--- src/hdl/lgre_pkg.sv ---
// ----------------------------------------------------------------------------
// Life row engine package
// Shared widths, types and helpers for the B3/S23 row engine.
// ----------------------------------------------------------------------------
package lgre_pkg;

   localparam int COLUMNS        = 64;
   localparam int ROW_WIDTH_BITS = 7;
   localparam int QUEUE_DEPTH    = 4;
   localparam int QUEUE_PTR_BITS = $clog2(QUEUE_DEPTH);
   localparam int QUEUE_CNT_BITS = $clog2(QUEUE_DEPTH + 1);

   localparam logic [ROW_WIDTH_BITS-1:0] ROW_WIDTH_RESET = ROW_WIDTH_BITS'(COLUMNS);

   localparam logic [3:0] BIRTH_COUNT   = 4'd3;
   localparam logic [3:0] SURVIVE_COUNT = 4'd2;

   typedef logic [COLUMNS-1:0] row_type;

   // 3x3 neighbourhood of one cell, bit 1 of each triple is the cell's own column
   typedef struct packed {
      logic [2:0] above;
      logic [2:0] here;
      logic [2:0] below;
   } neighbourhood_type;

   typedef struct packed {
      row_type cells;
      logic    frame_end;
      logic    run_end;
   } result_type;

   function automatic row_type live_mask(input logic [ROW_WIDTH_BITS-1:0] width);
      row_type mask;
      mask = '0;
      for (int k = 0; k < COLUMNS; k++) begin
         mask[k] = (width > ROW_WIDTH_BITS'(k));
      end
      return mask;
   endfunction

endpackage

--- src/hdl/lgre_cell_lane.sv ---
// ----------------------------------------------------------------------------
// Life cell lane
// Applies the born-on-3, survives-on-2-or-3 rule to one cell.
// ----------------------------------------------------------------------------
module lgre_cell_lane
   import lgre_pkg::*;
(
   input  neighbourhood_type nbh,
   output logic              alive
);

   logic [3:0] count;

   assign count = 4'(nbh.above[0]) + 4'(nbh.above[1]) + 4'(nbh.above[2])
                + 4'(nbh.here[0])                     + 4'(nbh.here[2])
                + 4'(nbh.below[0]) + 4'(nbh.below[1]) + 4'(nbh.below[2]);

   assign alive = (count == BIRTH_COUNT) || ((count == SURVIVE_COUNT) && nbh.here[1]);

endmodule

--- src/hdl/lgre_row_compute.sv ---
// ----------------------------------------------------------------------------
// Life row compute
// One lane per column; the merge stage gathers the lanes and masks dead columns.
// ----------------------------------------------------------------------------
module lgre_row_compute
   import lgre_pkg::*;
(
   input  row_type above,
   input  row_type here,
   input  row_type below,
   input  row_type mask,
   output row_type next_row
);

   logic [COLUMNS+1:0] above_pad;
   logic [COLUMNS+1:0] here_pad;
   logic [COLUMNS+1:0] below_pad;
   row_type            lane_alive;

   // columns outside the grid are dead
   assign above_pad = {1'b0, above, 1'b0};
   assign here_pad  = {1'b0, here,  1'b0};
   assign below_pad = {1'b0, below, 1'b0};

   for (genvar k = 0; k < COLUMNS; k++) begin : g_lane
      neighbourhood_type nbh;
      assign nbh.above = above_pad[k+2:k];
      assign nbh.here  = here_pad[k+2:k];
      assign nbh.below = below_pad[k+2:k];

      lgre_cell_lane u_lane (
         .nbh   (nbh),
         .alive (lane_alive[k])
      );
   end

   assign next_row = lane_alive & mask;

endmodule

--- src/hdl/lgre_result_queue.sv ---
// ----------------------------------------------------------------------------
// Life result queue
// Small result buffer taking up to two rows per cycle and giving one.
// ----------------------------------------------------------------------------
module lgre_result_queue
   import lgre_pkg::*;
(
   input  logic                      clock,
   input  logic                      reset,
   input  logic [1:0]                push_count,
   input  result_type                push_first,
   input  result_type                push_second,
   input  logic                      pop,
   output result_type                head,
   output logic [QUEUE_CNT_BITS-1:0] fill
);

   result_type                entry_ff [QUEUE_DEPTH];
   logic [QUEUE_PTR_BITS-1:0] wr_ptr_ff, wr_ptr_in;
   logic [QUEUE_PTR_BITS-1:0] rd_ptr_ff, rd_ptr_in;
   logic [QUEUE_CNT_BITS-1:0] count_ff, count_in;
   logic [QUEUE_PTR_BITS-1:0] wr_ptr_next;

   assign wr_ptr_next = wr_ptr_ff + QUEUE_PTR_BITS'(1);
   assign wr_ptr_in   = wr_ptr_ff + QUEUE_PTR_BITS'(push_count);
   assign rd_ptr_in   = rd_ptr_ff + QUEUE_PTR_BITS'(pop);
   assign count_in    = count_ff + QUEUE_CNT_BITS'(push_count) - QUEUE_CNT_BITS'(pop);

   always_ff @(posedge clock) begin
      if (reset) begin
         wr_ptr_ff <= '0;
         rd_ptr_ff <= '0;
         count_ff  <= '0;
      end else begin
         wr_ptr_ff <= wr_ptr_in;
         rd_ptr_ff <= rd_ptr_in;
         count_ff  <= count_in;
      end
   end

   always_ff @(posedge clock) begin
      if (push_count != 2'd0) begin
         entry_ff[wr_ptr_ff] <= push_first;
      end
      if (push_count == 2'd2) begin
         entry_ff[wr_ptr_next] <= push_second;
      end
   end

   assign head = entry_ff[rd_ptr_ff];
   assign fill = count_ff;

endmodule

--- src/hdl/life_generation_row_engine_unit.sv ---
// ----------------------------------------------------------------------------
// Life generation row engine
// Computes one B3/S23 generation of a grid, one row per transaction.
// ----------------------------------------------------------------------------
// Rows enter on req_* (tdata = row cells, tlast = bottom row of the grid) and
// next-generation rows leave on rsp_* (tlast = last row caused by that input,
// tuser = bottom row of the new generation). A row's result appears once the
// row below it arrives; the bottom row gives two results, a one-row grid one.
// csr_wr_en/csr_wr_data set the row width (1..64, reset 64); write it only
// while the block is idle.
// Results are registered in the result queue before they appear on rsp_*.
// Rows are taken at one per cycle while req_tready is high; a bottom row with a
// row above yields two results and so occupies the output for two transfers.
// Parallel lanes compute all 64 cells at once from the held rows and req_tdata.
// A four-entry result queue decouples the sides: req_tready stays high while
// at least two entries are free, so a stalled receiver backs up into the
// queue and then holds off input. Reset empties the queue, forgets held rows
// and sets the width to 64.
// ----------------------------------------------------------------------------
module life_generation_row_engine_unit
   import lgre_pkg::*;
(
   input  logic                      clock,
   input  logic                      reset,
   input  logic                      csr_wr_en,
   input  logic [ROW_WIDTH_BITS-1:0] csr_wr_data,
   input  logic                      req_tvalid,
   output logic                      req_tready,
   input  logic [63:0]               req_tdata,   // [63:0] row_cells
   input  logic                      req_tlast,   // frame_last_row
   output logic                      rsp_tvalid,
   input  logic                      rsp_tready,
   output logic [63:0]               rsp_tdata,   // [63:0] next_row_cells
   output logic                      rsp_tlast,   // run_end
   output logic                      rsp_tuser    // frame_end
);

   logic [ROW_WIDTH_BITS-1:0] width_ff, width_in;
   row_type                   upper_ff, upper_in;
   row_type                   middle_ff, middle_in;
   logic                      held_ff, held_in;

   row_type                   mask;
   row_type                   row_in;
   row_type                   mid_row_next;
   row_type                   last_row_next;
   row_type                   last_above;
   logic                      req_fire;
   logic                      rsp_fire;
   logic [1:0]                push_count;
   result_type                mid_result;
   result_type                last_result;
   result_type                push_first;
   result_type                head;
   logic [QUEUE_CNT_BITS-1:0] fill;

   assign req_fire = req_tvalid && req_tready;
   assign rsp_fire = rsp_tvalid && rsp_tready;

   assign mask       = live_mask(width_ff);
   assign row_in     = req_tdata & mask;
   assign last_above = held_ff ? middle_ff : '0;

   lgre_row_compute u_mid_row (
      .above    (upper_ff),
      .here     (middle_ff),
      .below    (row_in),
      .mask     (mask),
      .next_row (mid_row_next)
   );

   lgre_row_compute u_last_row (
      .above    (last_above),
      .here     (row_in),
      .below    ('0),
      .mask     (mask),
      .next_row (last_row_next)
   );

   assign mid_result  = '{cells: mid_row_next, frame_end: 1'b0, run_end: !req_tlast};
   assign last_result = '{cells: last_row_next, frame_end: 1'b1, run_end: 1'b1};
   assign push_first  = held_ff ? mid_result : last_result;
   assign push_count  = req_fire ? (2'(held_ff) + 2'(req_tlast)) : 2'd0;

   always_comb begin
      width_in  = width_ff;
      upper_in  = upper_ff;
      middle_in = middle_ff;
      held_in   = held_ff;
      if (csr_wr_en) begin
         width_in = csr_wr_data;
      end
      if (req_fire) begin
         if (req_tlast) begin
            upper_in  = '0;
            middle_in = '0;
            held_in   = 1'b0;
         end else begin
            upper_in  = last_above;
            middle_in = row_in;
            held_in   = 1'b1;
         end
      end
   end

   always_ff @(posedge clock) begin
      if (reset) begin
         width_ff  <= ROW_WIDTH_RESET;
         upper_ff  <= '0;
         middle_ff <= '0;
         held_ff   <= 1'b0;
      end else begin
         width_ff  <= width_in;
         upper_ff  <= upper_in;
         middle_ff <= middle_in;
         held_ff   <= held_in;
      end
   end

   lgre_result_queue u_queue (
      .clock       (clock),
      .reset       (reset),
      .push_count  (push_count),
      .push_first  (push_first),
      .push_second (last_result),
      .pop         (rsp_fire),
      .head        (head),
      .fill        (fill)
   );

   assign req_tready = (fill <= QUEUE_CNT_BITS'(QUEUE_DEPTH - 2));
   assign rsp_tvalid = (fill != '0);
   assign rsp_tdata  = head.cells;
   assign rsp_tlast  = head.run_end;
   assign rsp_tuser  = head.frame_end;

   a_fill_bound: assert property (@(posedge clock) disable iff (reset)
      fill <= QUEUE_CNT_BITS'(QUEUE_DEPTH))
      else $error("result queue overfilled");

   a_first_row_silent: assert property (@(posedge clock) disable iff (reset)
      req_fire && !held_ff && !req_tlast |=> fill <= $past(fill))
      else $error("first row of a frame produced a result");

   a_frame_clears: assert property (@(posedge clock) disable iff (reset)
      req_fire && req_tlast |=> !held_ff && (upper_ff == '0) && (middle_ff == '0))
      else $error("held rows not cleared at end of frame");

   a_frame_end_is_run_end: assert property (@(posedge clock) disable iff (reset)
      rsp_tvalid && rsp_tuser |-> rsp_tlast)
      else $error("bottom row result not marked as last of its run");

endmodule
--- config.mk ---
export PLATFORM = sky130hd
export DESIGN_NAME = life_generation_row_engine_unit
export DESIGN_NICKNAME = d
export VERILOG_FILES = /design/src/hdl/lgre_pkg.sv /design/src/hdl/lgre_cell_lane.sv /design/src/hdl/lgre_row_compute.sv /design/src/hdl/lgre_result_queue.sv /design/src/hdl/life_generation_row_engine_unit.sv
export SDC_FILE = /design/constraint.sdc
export NUM_CORES = 2
export LEC_CHECK = 0
export BUFFER_PORTS_ARGS = -buffer_cell sky130_fd_sc_hd__buf_2
export CAP_MARGIN = 20
export CORE_UTILIZATION = 32
export CTS_CLUSTER_SIZE = 28
export DETAILED_ROUTE_END_ITERATION = 7
export PLACE_DENSITY = 0.53
export SLEW_MARGIN = 5
export SYNTH_ARGS = -nofsm -noshare
export SYNTH_HDL_FRONTEND = slang
export SYNTH_HIERARCHICAL = 1
export SYNTH_SLANG_ARGS = --single-unit
--- constraint.sdc ---
create_clock -name clock -period 9.07 [get_ports clock]
set_input_delay 1.814 -clock clock [delete_from_list [all_inputs] [get_ports clock]]
set_output_delay 1.814 -clock clock [all_outputs]
set_load 0.1 [all_outputs]
### After elaboration in Yosys (flattened, before gate mapping)

Memory sizes are Yosys's and may differ from the RTL's. A register that Yosys moved wholly into a read port is not among the register bits.
Cells that the tools add are included.
W data, S select, Z words.

* memories kept: 1
* flip-flop bits (word level): 143
* logic and storage cells: 1303
* bits in writable memories: 264

* bitwise logic cells: 3
* add/sub/neg operators: 698
* muxes and demuxes: 11
* magnitude comparators: 65
* equality and inequality tests: 257
* reduce and logical (&&, ||, !) cells: 261

Memory list
* u_queue.entry_ff: depth 4, width 66, rd ports 1, clocked after memory_dff 1, wr ports 2, RTL line lgre_result_queue.sv:18 `result_type entry_ff [QUEUE_DEPTH];`

Operator list (number)
* $add A4 B1 Y4: 565
* $eq A4 B2 Y1 const B: 254
* $add A1 B1 Y2: 127
* $gt A7 B6 Y1 const B: 32
* $and A64 B64 Y64: 3
* $mux W64: 3
* $logic_and A1 B1 Y1: 130
* $logic_or A1 B1 Y1: 128
* $gt A7 B5 Y1 const B: 16
* $mux W66: 1
* $gt A7 B4 Y1 const B: 8
* $gt A7 B3 Y1 const B: 4
* $gt A7 B1 Y1 const B: 2
* $gt A7 B2 Y1 const B: 2
* $eq A3 B2 Y1 const B: 2
* $mux W1: 5
* $mux W2: 2
* $add A2 B1 Y3: 1
* $add A3 B2 Y3: 1
* $le A3 B2 Y1 const B: 1
* $reduce_bool A3 Y1: 1
* $sub A3 B1 Y3: 1
* $add A2 B1 Y2: 1
* $add A2 B1 Y2 const B: 1
* 4 further kinds: 4

### Longest topological paths before layout

* depth after elaboration: 12
* mapped depth: 18
* gate-level depth less buffers: 16

### By module

Netlist, hierarchy kept.

Modules (own cells, without submodules)
* lgre_cell_lane (u_last_row.g_lane[0].u_lane ...): times used 80, cells each 23, sequential area each 0.0 µm², area each 185.2 µm²
* lgre_result_queue: times used 1, cells each 676, sequential area each 8067.7 µm², area each 13122.6 µm²
* lgre_cell_lane (u_mid_row.g_lane[24].u_lane ...): times used 48, cells each 23, sequential area each 0.0 µm², area each 200.2 µm²
* life_generation_row_engine_unit: times used 1, cells each 819, sequential area each 2722.6 µm², area each 6930.4 µm²
* lgre_row_compute: times used 2, cells each 65, sequential area each 0.0 µm², area each 404.1 µm²

### Worst setup path before layout

No wires, ideal clock.

* kind: input to register
* start: input port req_tvalid
* end: memory u_queue/entry_ff[0][0] (netlist name) (enable)
* buffers on the path: 2
* cell stages on the path: 6
* slack: 1.294 ns
* data arrival time: 7.195 ns
* library setup time: 0.581 ns
* path through: nand2_1 > clkbuf_1 > nor2_1 > buf_2 > o21bai_1 > o21ai_0

RTL lines
* from (decl): RTL line life_generation_row_engine_unit.sv:27 `input logic req_tvalid,`
* to (decl): RTL line lgre_result_queue.sv:18

==> results.toml <==
[status]
status = "completed"

[floorplanning]
core_region_area_sq_um = 140000
initial_core_util_pct = 32.4
die-area_sq_um = 143000
num_rows = 137
dieWidth_microns = 378
ios = 145
die_h_microns = 378

[power_and_ir_drop]
seqPwrFrac_pct = 25.6
leakage_nw = 23.8
internal_power_w = 0.00522
sw_frac_of_total_pct = 44.9
power_density_nw_per_um2 = 187
switchingPower_w = 0.00426
p_clk_share_pct = 23.8
total_power_w = 0.00948
p_comb_share_pct = 50.6
peakVddDrop_v = 0.000182

[clocking]
path_clk_slew_ns = 0.06
root_buffer = "clkbuf_16"
cts_setup_buffers = 0
cts_tree = "built"
ctsResizeCount = 0
h-tree-depth = 2
max-clock-path-buffers = 3
numCtsBuffers = 56
clock_sinks = 407
ctsHoldBuffers = 0
clk_latency_ns = 0.67

[synthesis]
synth_xor_area_share_pct = 0.122
yosysSeqAreaShare_pct = 23.8
synthMuxAreaShare_pct = 11.6
synth_top_family_by_area = "adder cells"
syn_avg_cell_area_sq_um = 9.91
synth_cell_types = 61
yosys-top-cells-area = "fa_1 (23%), edfxtp_1 (18%), inv_1 (12%)"
synth-seq-cells = 407
yosys.area_share.simple_pct = 9.32
synthAdderAreaFrac_pct = 33.5
synth-edff-count = 264
async_reset_ff_share_pct = 0
ys_warn_count = 6
ys.flop_type = "edfxtp_1"
synthCells = 4569
synth_top_area_share_pct = 22.7
yosysTopAreaCell = "fa_1"
syn-cell-area_sq_um = 45300
synth_compound_area_share_pct = 8.41

[timing]
tns_ns = 0
max_freq_mhz = 165
slew_violations = 0
timing.final.crit_period_ns = 6.06
worst_pin_slew_ns = 1.16
setup_viol = 0
slew-limit-headroom_pct = 22.2
fin_worst_skew_ns = 0.0379
rsz0062_at_grt = "false"
timing.hold.ws_ns = 0.479
hold_viol_final = 0
period_share_pct = 66.8

[place]
gp_congestion = 0.807
io_buffers = 144
place_hpwl_microns = 87000

[cells_and_area]
drive_above_1_share_pct = 12.2
final_cell_mix = "inv_1 (1425), fa_1 (513), ha_1 (390), edfxtp_1 (264), a21oi_1 (247)"
layout.cells.most_common = "inv_1"
nNetsFinal = 5875
area_growth_pct = 11.9

[detailed_routing]
vias = 30800
antenna_left = 0
route.detailed.drc = 0
drt-pass1-iter-count = 5
post_drt_via_cell_ratio = 4.52
drt_iter0_markers = 1177
post_drt_wl_per_cell_microns = 17.1
wirelength_microns = 117000

[global_routing]
grt_start_max_net_pins = 72
grt_pass1_wl_microns = 185000
grt-ovfl-total = 0
grt_pass1_vias = 32700
antenna_found_initial = 10
grt_usage_pct = 16.8

[setup_path]
cpMostUsedCell = "fa_1"
critical_path_required_ns = 9.47
max_stage_delay_ns = 0.82
start_kind = "register"
cp_max_fo = 17
cp-end-kind = "register"
crit_type = "register to register"
crit_family = "adder cells"
crit_chain = "nand3_2 -> o21ai_0 -> and2_1 -> inv_1 -> fa_1 -> fa_1 -> fa_1 -> inv_1 -> ha_1 -> fa_1 -> o21ai_0 -> a211oi_2 -> and2_1 -> mux2_2 -> mux2_1"
cp_slowest_cell = "dfxtp_1"
timing.critical_path.buf_inv = 2
cp_data_arrival_time_ns = 6.45

[min_path]
hold_class = "register to register"

[flow_run]
maxCapViolCount = 0
[worst min-delay path: cells and delay by family, from the launching register on]
family	cells	cell delay, ns
AO/OA/AOI/OAI	1	0.05
flip-flops	1	0.32
AND/OR/NAND/NOR	1	0.06
[synthesized netlist by cell type, drive strengths merged (52+ instances only)]
library cell and count:
edfxtp 264, a22o 57, fa 513, ha 390, nand3b 52, dfxtp 143
mux2 328, nand3 146, inv 1425, mux4 66, buf 72, o21ai 154
nand2 104, or2 129, and2 241, a21oi 250
[path summary, 6_finish.rpt]
kind | from | to | slack [ns] | cells past startpoint
setup / recovery | width_ff[2] | u_queue/entry_ff[0][57] | 3.01 | 15
hold / removal | upper_ff[63] | upper_ff[63] | 0.48 | 2
hold reg to reg | upper_ff[63] | upper_ff[63] | 0.48 | 2
setup reg to reg | width_ff[2] | u_queue/entry_ff[0][57] | 3.01 | 15
[sequential cells by signal (all words and copies together), names as in the netlist]
register           count
width_ff               7
u_queue/wr_ptr_ff      2
middle_ff             64
upper_ff              64
u_queue/rd_ptr_ff      2
held_ff                1
u_queue/entry_ff     264
u_queue/fill           3
[per-layer routing]
| layer | track usage, % | routed length, microns | part of all wire, % |
|---|---|---|---|
| met1 | 21.9 | 52500 | 45 |
| met4 | 5.90 | 4120 | 3.5 |
| met2 | 28.6 | 55900 | 48 |
| met3 | 2.10 | 4480 | 3.8 |
| met5 | 0 | 27 | 0.023 |
[final cells by class]
cell class / instances / area, sq um
inverter: 1425 / 5350
antenna: 4 / 10.0
timing repair buffer: 178 / 978
clock inverter: 43 / 395
sequential: 407 / 10800
tap: 1876 / 2350
multi-input combinational: 2827 / 29400
clock buffer: 62 / 1440
fill: 14300 / 89200
[logic make-up after synthesis]
kind of cell,Yosys count
buffers and inverters,1541
adders and majority gates,903
and+or+nand+nor,729
AOI/OAI and AO/OA,581
DFF,407
muxes,401
other,4
xor gates and xnor gates,3
[through the flow]
step | cells | worst slack [ns] | util (%) | cell area [sq um]
6_report | 6822 | 3.01 | 36.2 | 50700
5_1_grt | 6819 | 2.82 | 36.2 | 50700
4_1_cts | 6818 | 3.09 | 36.2 | 50700
3_5_place_dp | 6713 | 2.76 | 34.9 | 48800
3_3_place_gp | 6713 | 2.74 | 34.9 | 48800
2_1_floorplan | 4775 | 1.29 | - | 46100
[power by group through the flow]
stage	logic (W)	registers [W]	clock network [W]
final	0.00479	0.00242	0.00226
after global routing	0.00534	0.00245	0.00239
after CTS	0.00485	0.00243	0.00234
after detailed placement	0.00482	0.00247	0
after global placement	0.00474	0.00247	0
after floorplan	0.00382	0.00240	0
(Power assumes the default switching activity.)
